===== src/sbl_pkg.sv =====
// ----------------------------------------------------------------------------
// sbl_pkg: shared types and constants for the spectrum bar level block
// Holds the item and result payloads, the controller states, the command and
// status groups between controller and datapath, and the fixed-point
// constants of the level arithmetic.
// ----------------------------------------------------------------------------
package sbl_pkg;

  // Display geometry.
  localparam int BANK_COUNT   = 256;
  localparam int BAR_ROWS     = 256;
  localparam int PALETTE_SIZE = 256;

  // Amplitude scale, Q1.15.
  localparam logic [15:0] AMP_ONE   = 16'd32768;
  localparam logic [15:0] REF_FLOOR = 16'd32;
  localparam int          GAIN      = 48;
  localparam int          SCALED_W  = 21;
  localparam logic [10:0] DECAY_Q16 = 11'd1311;

  // Ratio divider: 40-bit dividend, four quotient bits per step.
  localparam int NUM_W      = 40;
  localparam int DIV_DIGITS = 4;
  localparam int DIV_STEPS  = NUM_W / DIV_DIGITS;
  localparam int Q_W        = 32;
  localparam int REM_W      = 16;

  // Logarithm: one fraction bit per squaring.
  localparam int LOG_STEPS = 16;
  localparam int MANT_W    = 31;
  localparam int L_W       = 20;
  localparam int STEP_W    = $clog2(LOG_STEPS);

  // Height = floor(L * BAR_ROWS / round(log2(48) * 2^16)), done as a
  // multiplication by a rounded-up reciprocal, which is exact for L < 2^20.
  localparam longint LOG2_GAIN_Q16 = 366016;
  localparam int     H_SHIFT       = 40;
  localparam longint H_RECIP       =
    ((longint'(1) << H_SHIFT) * BAR_ROWS + LOG2_GAIN_Q16 - 1) / LOG2_GAIN_Q16;
  localparam int     HRAW_W        =
    $clog2(((longint'(1) << L_W) * BAR_ROWS) / LOG2_GAIN_Q16 + 1);
  localparam int     HPROD_W       = H_SHIFT + HRAW_W;
  localparam int     HGT_W         = $clog2(BAR_ROWS);

  // Colour = floor(height * PALETTE_SIZE / BAR_ROWS), same technique.
  localparam int     C_SHIFT = 32;
  localparam longint C_RECIP =
    ((longint'(1) << C_SHIFT) * PALETTE_SIZE + BAR_ROWS - 1) / BAR_ROWS;
  localparam int     CPROD_W = C_SHIFT + 8;

  typedef struct packed {
    logic [15:0] amplitude;
    logic        last_bank;
  } item_t;

  typedef struct packed {
    logic [7:0] bank_index;
    logic [7:0] bar_height;
    logic [7:0] waterfall_color;
    logic       frame_end;
  } result_t;

  typedef enum logic [3:0] {
    ST_IDLE,
    ST_DIV,
    ST_LZ,
    ST_NORM,
    ST_LOG,
    ST_HGT,
    ST_SAT,
    ST_COL,
    ST_OUT
  } state_t;

  typedef struct packed {
    logic load;
    logic div_step;
    logic lz;
    logic norm;
    logic log_step;
    logic hgt;
    logic sat;
    logic col;
    logic out_write;
  } cmd_t;

  typedef struct packed {
    logic out_full;
  } status_t;

endpackage


===== src/sbl_ctrl.sv =====
// ----------------------------------------------------------------------------
// sbl_ctrl: sequencer for the spectrum bar level block
// Steps one item through division, normalisation, logarithm, height and
// colour scaling, and hands the result to the output register.
// ----------------------------------------------------------------------------
module sbl_ctrl (
  input  logic            clk,
  input  logic            rst,
  input  logic            item_valid,
  input  sbl_pkg::status_t status,
  output sbl_pkg::cmd_t    cmd,
  output logic            busy
);
  import sbl_pkg::*;

  state_t             state;
  state_t             state_next;
  logic [STEP_W-1:0]  step;
  logic               last_div;
  logic               last_log;

  assign last_div = (step == STEP_W'(DIV_STEPS - 1));
  assign last_log = (step == STEP_W'(LOG_STEPS - 1));

  always_ff @(posedge clk) begin
    if (rst) begin
      state <= ST_IDLE;
      step  <= '0;
    end else begin
      state <= state_next;
      if (state_next != state) begin
        step <= '0;
      end else begin
        step <= step + STEP_W'(1);
      end
    end
  end

  always_comb begin
    state_next = state;
    case (state)
      ST_IDLE: if (item_valid) state_next = ST_DIV;
      ST_DIV:  if (last_div) state_next = ST_LZ;
      ST_LZ:   state_next = ST_NORM;
      ST_NORM: state_next = ST_LOG;
      ST_LOG:  if (last_log) state_next = ST_HGT;
      ST_HGT:  state_next = ST_SAT;
      ST_SAT:  state_next = ST_COL;
      ST_COL:  state_next = ST_OUT;
      ST_OUT:  if (!status.out_full) state_next = ST_IDLE;
      default: state_next = ST_IDLE;
    endcase
  end

  always_comb begin
    cmd  = '0;
    busy = 1'b1;
    case (state)
      ST_IDLE: begin
        busy     = 1'b0;
        cmd.load = item_valid;
      end
      ST_DIV:  cmd.div_step = 1'b1;
      ST_LZ:   cmd.lz = 1'b1;
      ST_NORM: cmd.norm = 1'b1;
      ST_LOG:  cmd.log_step = 1'b1;
      ST_HGT:  cmd.hgt = 1'b1;
      ST_SAT:  cmd.sat = 1'b1;
      ST_COL:  cmd.col = 1'b1;
      ST_OUT:  cmd.out_write = !status.out_full;
      default: cmd = '0;
    endcase
  end

endmodule


===== src/sbl_datapath.sv =====
// ----------------------------------------------------------------------------
// sbl_datapath: arithmetic and state of the spectrum bar level block
// Holds the bank counter, frame peak and reference level, the ratio divider,
// the logarithm unit, the height and colour scaling and the output register.
// ----------------------------------------------------------------------------
module sbl_datapath (
  input  logic              clk,
  input  logic              rst,
  input  sbl_pkg::cmd_t     cmd,
  output sbl_pkg::status_t  status,
  input  sbl_pkg::item_t    item,
  output logic              result_valid,
  input  logic              result_stall,
  output sbl_pkg::result_t  result
);
  import sbl_pkg::*;

  // Frame state.
  logic [7:0]          bank_counter;
  logic [15:0]         frame_peak;
  logic [15:0]         reference;

  // Item in flight.
  logic [7:0]          item_index;
  logic                item_last;
  logic [NUM_W-1:0]    num;
  logic [REM_W-1:0]    rem;
  logic [Q_W-1:0]      quot;
  logic [4:0]          top_pos;
  logic                below_one;
  logic [MANT_W-1:0]   mant;
  logic [15:0]         frac;
  logic [HPROD_W-1:0]  hprod;
  logic [HGT_W-1:0]    height;
  logic [CPROD_W-1:0]  cprod;

  // Combinational helpers.
  logic [15:0]         amp_sat;
  logic [SCALED_W-1:0] scaled;
  logic [8:0]          bc_inc;
  logic [7:0]          bc_next;
  logic [REM_W-1:0]    div_rem;
  logic [NUM_W-1:0]    div_num;
  logic [REM_W:0]      trial;
  logic [DIV_DIGITS-1:0] qbits;
  logic [4:0]          top_found;
  logic [26:0]         decay_prod;
  logic [15:0]         ref_upd;
  logic [Q_W-1:0]      norm_val;
  logic [2*MANT_W-1:0] sq;
  logic [Q_W-1:0]      sqt;
  logic [L_W-1:0]      log_val;
  logic [HRAW_W-1:0]   hraw;
  logic [HGT_W-1:0]    hsat;
  logic [7:0]          bar;

  assign amp_sat = (item.amplitude > AMP_ONE) ? AMP_ONE : item.amplitude;
  assign scaled  = SCALED_W'(amp_sat) * SCALED_W'(GAIN);
  assign bc_inc  = {1'b0, bank_counter} + 9'd1;
  assign bc_next = (32'(bc_inc) >= BANK_COUNT) ? 8'd0 : bc_inc[7:0];

  // Restoring division, four quotient bits per step. The partial remainder
  // stays below the reference, so it fits in sixteen bits.
  always_comb begin
    div_rem = rem;
    div_num = num;
    qbits   = '0;
    trial   = '0;
    for (int i = 0; i < DIV_DIGITS; i++) begin
      trial   = {div_rem, div_num[NUM_W-1]};
      div_num = div_num << 1;
      if (trial >= {1'b0, reference}) begin
        div_rem                 = REM_W'(trial - {1'b0, reference});
        qbits[DIV_DIGITS-1-i]   = 1'b1;
      end else begin
        div_rem = REM_W'(trial);
      end
    end
  end

  // Top set bit of the ratio; only the upper half matters, since a ratio
  // below one gives no bar at all.
  always_comb begin
    top_found = 5'd16;
    for (int i = 0; i < 16; i++) begin
      if (quot[16+i]) top_found = 5'(16 + i);
    end
  end

  // Reference follows the frame peak upwards and decays by 2 percent.
  always_comb begin
    decay_prod = 27'(reference) * 27'(DECAY_Q16);
    if (reference < frame_peak) begin
      ref_upd = frame_peak;
    end else begin
      ref_upd = reference - 16'(decay_prod[26:16]);
    end
    if (ref_upd < REF_FLOOR) ref_upd = REF_FLOOR;
  end

  assign norm_val = quot << (5'd31 - top_pos);
  assign sq       = (2*MANT_W)'(mant) * (2*MANT_W)'(mant);
  assign sqt      = sq[2*MANT_W-1:MANT_W-1];
  assign log_val  = {4'(top_pos - 5'd16), frac};
  assign hraw     = hprod[H_SHIFT +: HRAW_W];
  assign hsat     = (32'(hraw) >= BAR_ROWS) ? HGT_W'(BAR_ROWS - 1) : HGT_W'(hraw);
  assign bar      = (32'(height) > 255) ? 8'hFF : 8'(height);

  // Frame state.
  always_ff @(posedge clk) begin
    if (rst) begin
      bank_counter <= '0;
      frame_peak   <= '0;
      reference    <= REF_FLOOR;
    end else begin
      if (cmd.load) begin
        if (amp_sat > frame_peak) frame_peak <= amp_sat;
        bank_counter <= item.last_bank ? 8'd0 : bc_next;
      end
      if (cmd.lz && item_last) begin
        reference  <= ref_upd;
        frame_peak <= '0;
      end
    end
  end

  // Working registers of the item in flight.
  always_ff @(posedge clk) begin
    if (cmd.load) begin
      item_index <= bank_counter;
      item_last  <= item.last_bank;
      num        <= NUM_W'({scaled, 16'd0});
      rem        <= '0;
    end
    if (cmd.div_step) begin
      num  <= div_num;
      rem  <= div_rem;
      quot <= {quot[Q_W-DIV_DIGITS-1:0], qbits};
    end
    if (cmd.lz) begin
      top_pos   <= top_found;
      below_one <= (quot[31:16] == 16'd0);
    end
    if (cmd.norm) begin
      mant <= norm_val[Q_W-1:1];
      frac <= '0;
    end
    if (cmd.log_step) begin
      mant <= sqt[Q_W-1] ? sqt[Q_W-1:1] : sqt[Q_W-2:0];
      frac <= {frac[14:0], sqt[Q_W-1]};
    end
    if (cmd.hgt) hprod <= HPROD_W'(log_val) * HPROD_W'(H_RECIP);
    if (cmd.sat) height <= below_one ? '0 : hsat;
    if (cmd.col) cprod <= CPROD_W'(height) * CPROD_W'(C_RECIP);
  end

  // Output register.
  always_ff @(posedge clk) begin
    if (rst) begin
      result_valid <= 1'b0;
    end else if (cmd.out_write) begin
      result_valid <= 1'b1;
    end else if (!result_stall) begin
      result_valid <= 1'b0;
    end
  end

  always_ff @(posedge clk) begin
    if (cmd.out_write) begin
      result.bank_index      <= item_index;
      result.bar_height      <= bar;
      result.waterfall_color <= cprod[C_SHIFT +: 8];
      result.frame_end       <= item_last;
    end
  end

  assign status.out_full = result_valid && result_stall;

endmodule


===== src/spectrum_bar_level_agc.sv =====
// ----------------------------------------------------------------------------
// spectrum_bar_level_agc: log-scaled bar meter level with peak/decay AGC
// Turns one spectrum bank amplitude into a bar height and waterfall palette
// index, tracking a reference level from frame to frame.
// ----------------------------------------------------------------------------
// Each transfer on the item channel carries one bank amplitude (Q1.15, values
// above 1.0 count as 1.0) and a last-bank mark; each yields exactly one
// transfer on the result channel with the bank index, bar height, palette
// index and frame-end mark. Items are worked one at a time: each passes through
// ten steps of the ratio divider (four quotient bits a step) and sixteen
// squarings of the logarithm multiplier, plus normalising, scaling and
// hand-over. The output register lets the next item be taken while a result
// still waits on a stalled consumer. The reference level starts at 1/1024
// after reset and is updated once per frame, after the bank carrying the
// last-bank mark.
// ----------------------------------------------------------------------------
module spectrum_bar_level_agc (
  input  logic             clk,
  input  logic             rst,
  input  logic             item_valid,
  output logic             item_stall,
  input  sbl_pkg::item_t   item,
  output logic             result_valid,
  input  logic             result_stall,
  output sbl_pkg::result_t result
);
  import sbl_pkg::*;

  // Commands flow from the sequencer to the datapath; the only status back
  // is whether the output register can take a new result this cycle.
  cmd_t    cmd;
  status_t status;
  logic    busy;

  sbl_ctrl u_ctrl (
    .clk        (clk),
    .rst        (rst),
    .item_valid (item_valid),
    .status     (status),
    .cmd        (cmd),
    .busy       (busy)
  );

  sbl_datapath u_datapath (
    .clk          (clk),
    .rst          (rst),
    .cmd          (cmd),
    .status       (status),
    .item         (item),
    .result_valid (result_valid),
    .result_stall (result_stall),
    .result       (result)
  );

  // A new item is taken only while the sequencer is idle.
  assign item_stall = busy;

endmodule


===== config.mk =====
export PLATFORM = sky130hd
export DESIGN_NAME = spectrum_bar_level_agc
export DESIGN_NICKNAME = d
export VERILOG_FILES = /design/src/sbl_pkg.sv /design/src/sbl_ctrl.sv /design/src/sbl_datapath.sv /design/src/spectrum_bar_level_agc.sv
export SDC_FILE = /design/constraint.sdc
export NUM_CORES = 2
export LEC_CHECK = 0
export BUFFER_PORTS_ARGS = -buffer_cell sky130_fd_sc_hd__buf_2
export CELL_PAD_IN_SITES_DETAIL_PLACEMENT = 1
export CELL_PAD_IN_SITES_GLOBAL_PLACEMENT = 1
export CORE_ASPECT_RATIO = 1.1
export CORE_MARGIN = 2
export CORE_UTILIZATION = 49
export CTS_BUF_LIST = sky130_fd_sc_hd__clkbuf_4 sky130_fd_sc_hd__clkbuf_8
export DETAILED_ROUTE_END_ITERATION = 10
export PLACE_DENSITY_LB_ADDON = 0.1
export SYNTH_ARGS = -nofsm -noshare
export SYNTH_HDL_FRONTEND = slang
export SYNTH_SLANG_ARGS = --single-unit

===== constraint.sdc =====
create_clock -name clk -period 9.8 [get_ports clk]
set_input_delay 1.96 -clock clk [delete_from_list [all_inputs] [get_ports clk]]
set_output_delay 1.96 -clock clk [all_outputs]
set_load 0.02 [all_outputs]

==> results.sh <==
export IMPL_cp_max_fo=24
export IMPL_routed_via_density=5.370
export IMPL_synth_area_leaders="fa_1, ha_1, inv_1"
export IMPL_die_h_microns=356.9
export IMPL_start_util=0.4938
export IMPL_synth_area_mux_share=0.02407
export IMPL_synthXorXnorAreaFrac=0.02195
export IMPL_worst_pin_slew_ns=1.076
export IMPL_postSynthAreaPerCell_sq_um=9.670
export IMPL_ys_seq_elements=229
export IMPL_end_kind="register"
export IMPL_synthesis_nets=7558
export IMPL_mostFrequentLayoutCells="inv_1, fa_1, ha_1"
export IMPL_fp_coreArea_sq_um=112300
export IMPL_hold_depth=0
export IMPL_synth_flop_cell="edfxtp_1"
export IMPL_grt_max_degree=49
export IMPL_clock_latency_ns=0.64
export IMPL_finClkSkew_ns=0.04551
export IMPL_max_cap_viol_count=0
export IMPL_die_w_microns=324.8
export IMPL_synth_async_reset_ratio=0
export IMPL_status="finished, final reports clean"
export IMPL_hold_viol_final=0
export IMPL_critPathArrivalTime_ns=9.77
export IMPL_cts_tree="yes"
export IMPL_critical_path_class="register to register"
export IMPL_hp_class="register to register"
export IMPL_rows=129
export IMPL_synth_cells=5736
export IMPL_h_tree_depth=2
export IMPL_clkTransAtPathRegs_ns=0.06
export IMPL_overflow=0
export IMPL_drc=0
export IMPL_clock_sinks=229
export IMPL_first_pass_iters=5
export IMPL_setup_violations=0
export IMPL_ys_seq_area_frac=0.1151
export IMPL_wire_per_inst_microns=21.64
export IMPL_total_power_mw=16.16
export IMPL_drtIter0Drc=1957
export IMPL_gp_routability_congestion=0.9315
export IMPL_fin_crit_ns=9.413
export IMPL_cp_required_ns=10.16
export IMPL_synth_simple_area_share=0.1013
export IMPL_p_per_area_nw_per_um2=272.1
export IMPL_peakVddDrop_uv=1576
export IMPL_grt_pass1_wl_microns=257300
export IMPL_fin_nets=7660
export IMPL_dp_cells=7277
export IMPL_drtAntennaViolNets=0
export IMPL_die_area_sq_um=115900
export IMPL_cts_hold_buf=0
export IMPL_rr_worst_depth=25
export IMPL_power_leakage_nw=30.58
export IMPL_crit_slowest_cell="edfxtp_1"
export IMPL_synthDominantCellAreaShare=0.3948
export IMPL_wirelength_microns=159700
export IMPL_synth_cell_types=87
export IMPL_grt_usage=0.2855
export IMPL_slowest_delay_ns=0.91
export IMPL_hpwl_microns=135500
export IMPL_route_vias_total=39640
export IMPL_synth_fa_ha_area_frac=0.5543
export IMPL_top_level_ports=48
export IMPL_numPortBuffers=47
export IMPL_synth_area_sq_um=55470
export IMPL_slew_limit_headroom=0.2771
export IMPL_finalMaxSlewViolations=0
export IMPL_final_common_cell="inv_1"
export IMPL_root_buffer="clkbuf_8"
export IMPL_clock_path_buffers=3
export IMPL_synth_compound_area_frac=0.07268
export IMPL_synth_top_family_by_area="adder cells"
export IMPL_antenna_found_initial=7
export IMPL_period_share=0.9606
export IMPL_yosys_area_top_type="fa_1"
export IMPL_synth_edf_count=180
export IMPL_numCtsBuffers=42
export IMPL_ys_warnings_count=0
export IMPL_grt_pass1_vias=45520
export IMPL_max_freq_mhz=106.2
export IMPL_layout_drive_gt1_share=0.06505
export IMPL_start_kind="register"
export IMPL_n_fill_cell=12780
export IMPL_area_growth_pct=7.108
export IMPL_crit_path_frequent_cell="fa_1"
export IMPL_finalNonFillerCells=7382
metal layers:
| layer | wire length, microns | global-route usage | part of all wire | vias up |
|---|---|---|---|---|
| li1 | - | - | - | 18030 |
| met1 | 67080 | 0.3702 | 0.42 | 20620 |
| met2 | 81360 | 0.5108 | 0.51 | 737 |
| met3 | 6298 | 0.02778 | 0.039 | 245 |
| met4 | 4940 | 0.07870 | 0.031 | 6 |
| met5 | 44 | 0 | 0.00028 | - |
where the power goes:
part	internal, mW	switching [mW]
Sequential	1.29	0.0559
Clock	0.645	0.486
Combinational	6.25	7.43
area by class of cell:
type,instances,area (sq um),area share
clock buffer,55,681.9,0.01148
antenna,4,10.01,0.0001685
sequential,229,6386,0.1075
tap,1506,1884,0.03172
multi-input combinational,3881,43010,0.7240
inverter,1480,5559,0.09357
clock inverter,23,300.3,0.005054
timing repair buffer,204,1577,0.02654
cells in the mapped netlist, types with 6 or more instances:
cell type,instances
dfxtp_1,49
o21bai_1,22
xor2_1,49
buf_1,8
nor2b_1,47
o21a_1,33
o21ai_0,128
nand4_1,29
a221oi_1,6
o31a_1,8
a22oi_1,6
or3_1,14
clkinv_1,8
mux2i_1,61
buf_2,6
o22ai_1,6
mux2_4,10
o31ai_1,15
and2_1,181
nor3_1,33
nor2_1,302
nor4_1,15
ha_1,707
a21boi_0,9
a31oi_1,20
edfxtp_1,180
and3_1,25
xnor2_1,90
a211oi_1,32
a21oi_1,190
fa_1,1094
a21o_1,62
o221ai_1,11
nand3_1,53
clkbuf_1,129
or2_2,12
inv_1,1468
nand2b_1,21
mux2_2,29
mux4_2,11
o211ai_1,15
nand2_1,447
kinds of logic (layout without fill, tap and decap cells):
family | count (synthesis) | in the layout
buf+inv | 1626 | 1762
simple gates | 1205 | 1205
compound gates | 625 | 625
xor+xnor | 139 | 139
other cells | 0 | 4
fa+ha+maj | 1801 | 1801
flops | 229 | 229
mux | 111 | 111
state kept, by name, summed over array words and instances, names as in the netlist, 8 cells and up:
register	cells
u_datapath.bank_counter	8
u_datapath.result	25
u_datapath.quot	32
u_datapath.item_index	8
u_datapath.frac	16
u_datapath.cprod	8
u_datapath.bar	8
u_datapath.reference	16
u_datapath.hprod	10
u_datapath.mant	31
u_datapath.frame_peak	16
u_datapath.rem	16
u_datapath.num	20
critical path, delay by kind of cell, from the launching register on:
kind	cells	cell delay, ns
adders and majority gates	9	4.14
DFF	1	0.91
and+or+nand+nor	5	1.35
AOI/OAI and AO/OA	6	1.74
buffers and inverters	4	0.65
muxes	1	0.32
path summary, 6_finish.rpt:
| kind | startpoint | to | slack, ns |
|---|---|---|---|
| worst max-delay path | u_datapath.mant[3] | u_datapath.mant[25] | 0.39 |
| worst min register to register | u_datapath.item_index[1] | u_datapath.result[18] | 0.42 |
| worst min-delay path | u_datapath.item_index[1] | u_datapath.result[18] | 0.42 |
| worst max register to register | u_datapath.mant[3] | u_datapath.mant[25] | 0.39 |
stage by stage:
stage	hold slack, ns	utilization	setup slack [ns]	TNS, ns	cell area (sq um)
6_report	0.4240	0.5289	0.3866	0	59410
5_1_grt	0.4291	0.5288	-0.01200	-0.01991	59400
4_1_cts	0.4217	0.5260	0.05556	0	59090
3_5_place_dp	0.4074	0.5171	-0.08582	-0.7534	58090
3_3_place_gp	0.4007	0.5171	0.1028	0	58090
2_1_floorplan	0.4003	-	0.009984	0	55470
repair_timing:
item,CTS,global route
gates resized for setup,2,12
pin swaps,0,2
endpoints found under the setup margin,16,33
setup buffers,0,23
(Power assumes the default switching activity.)
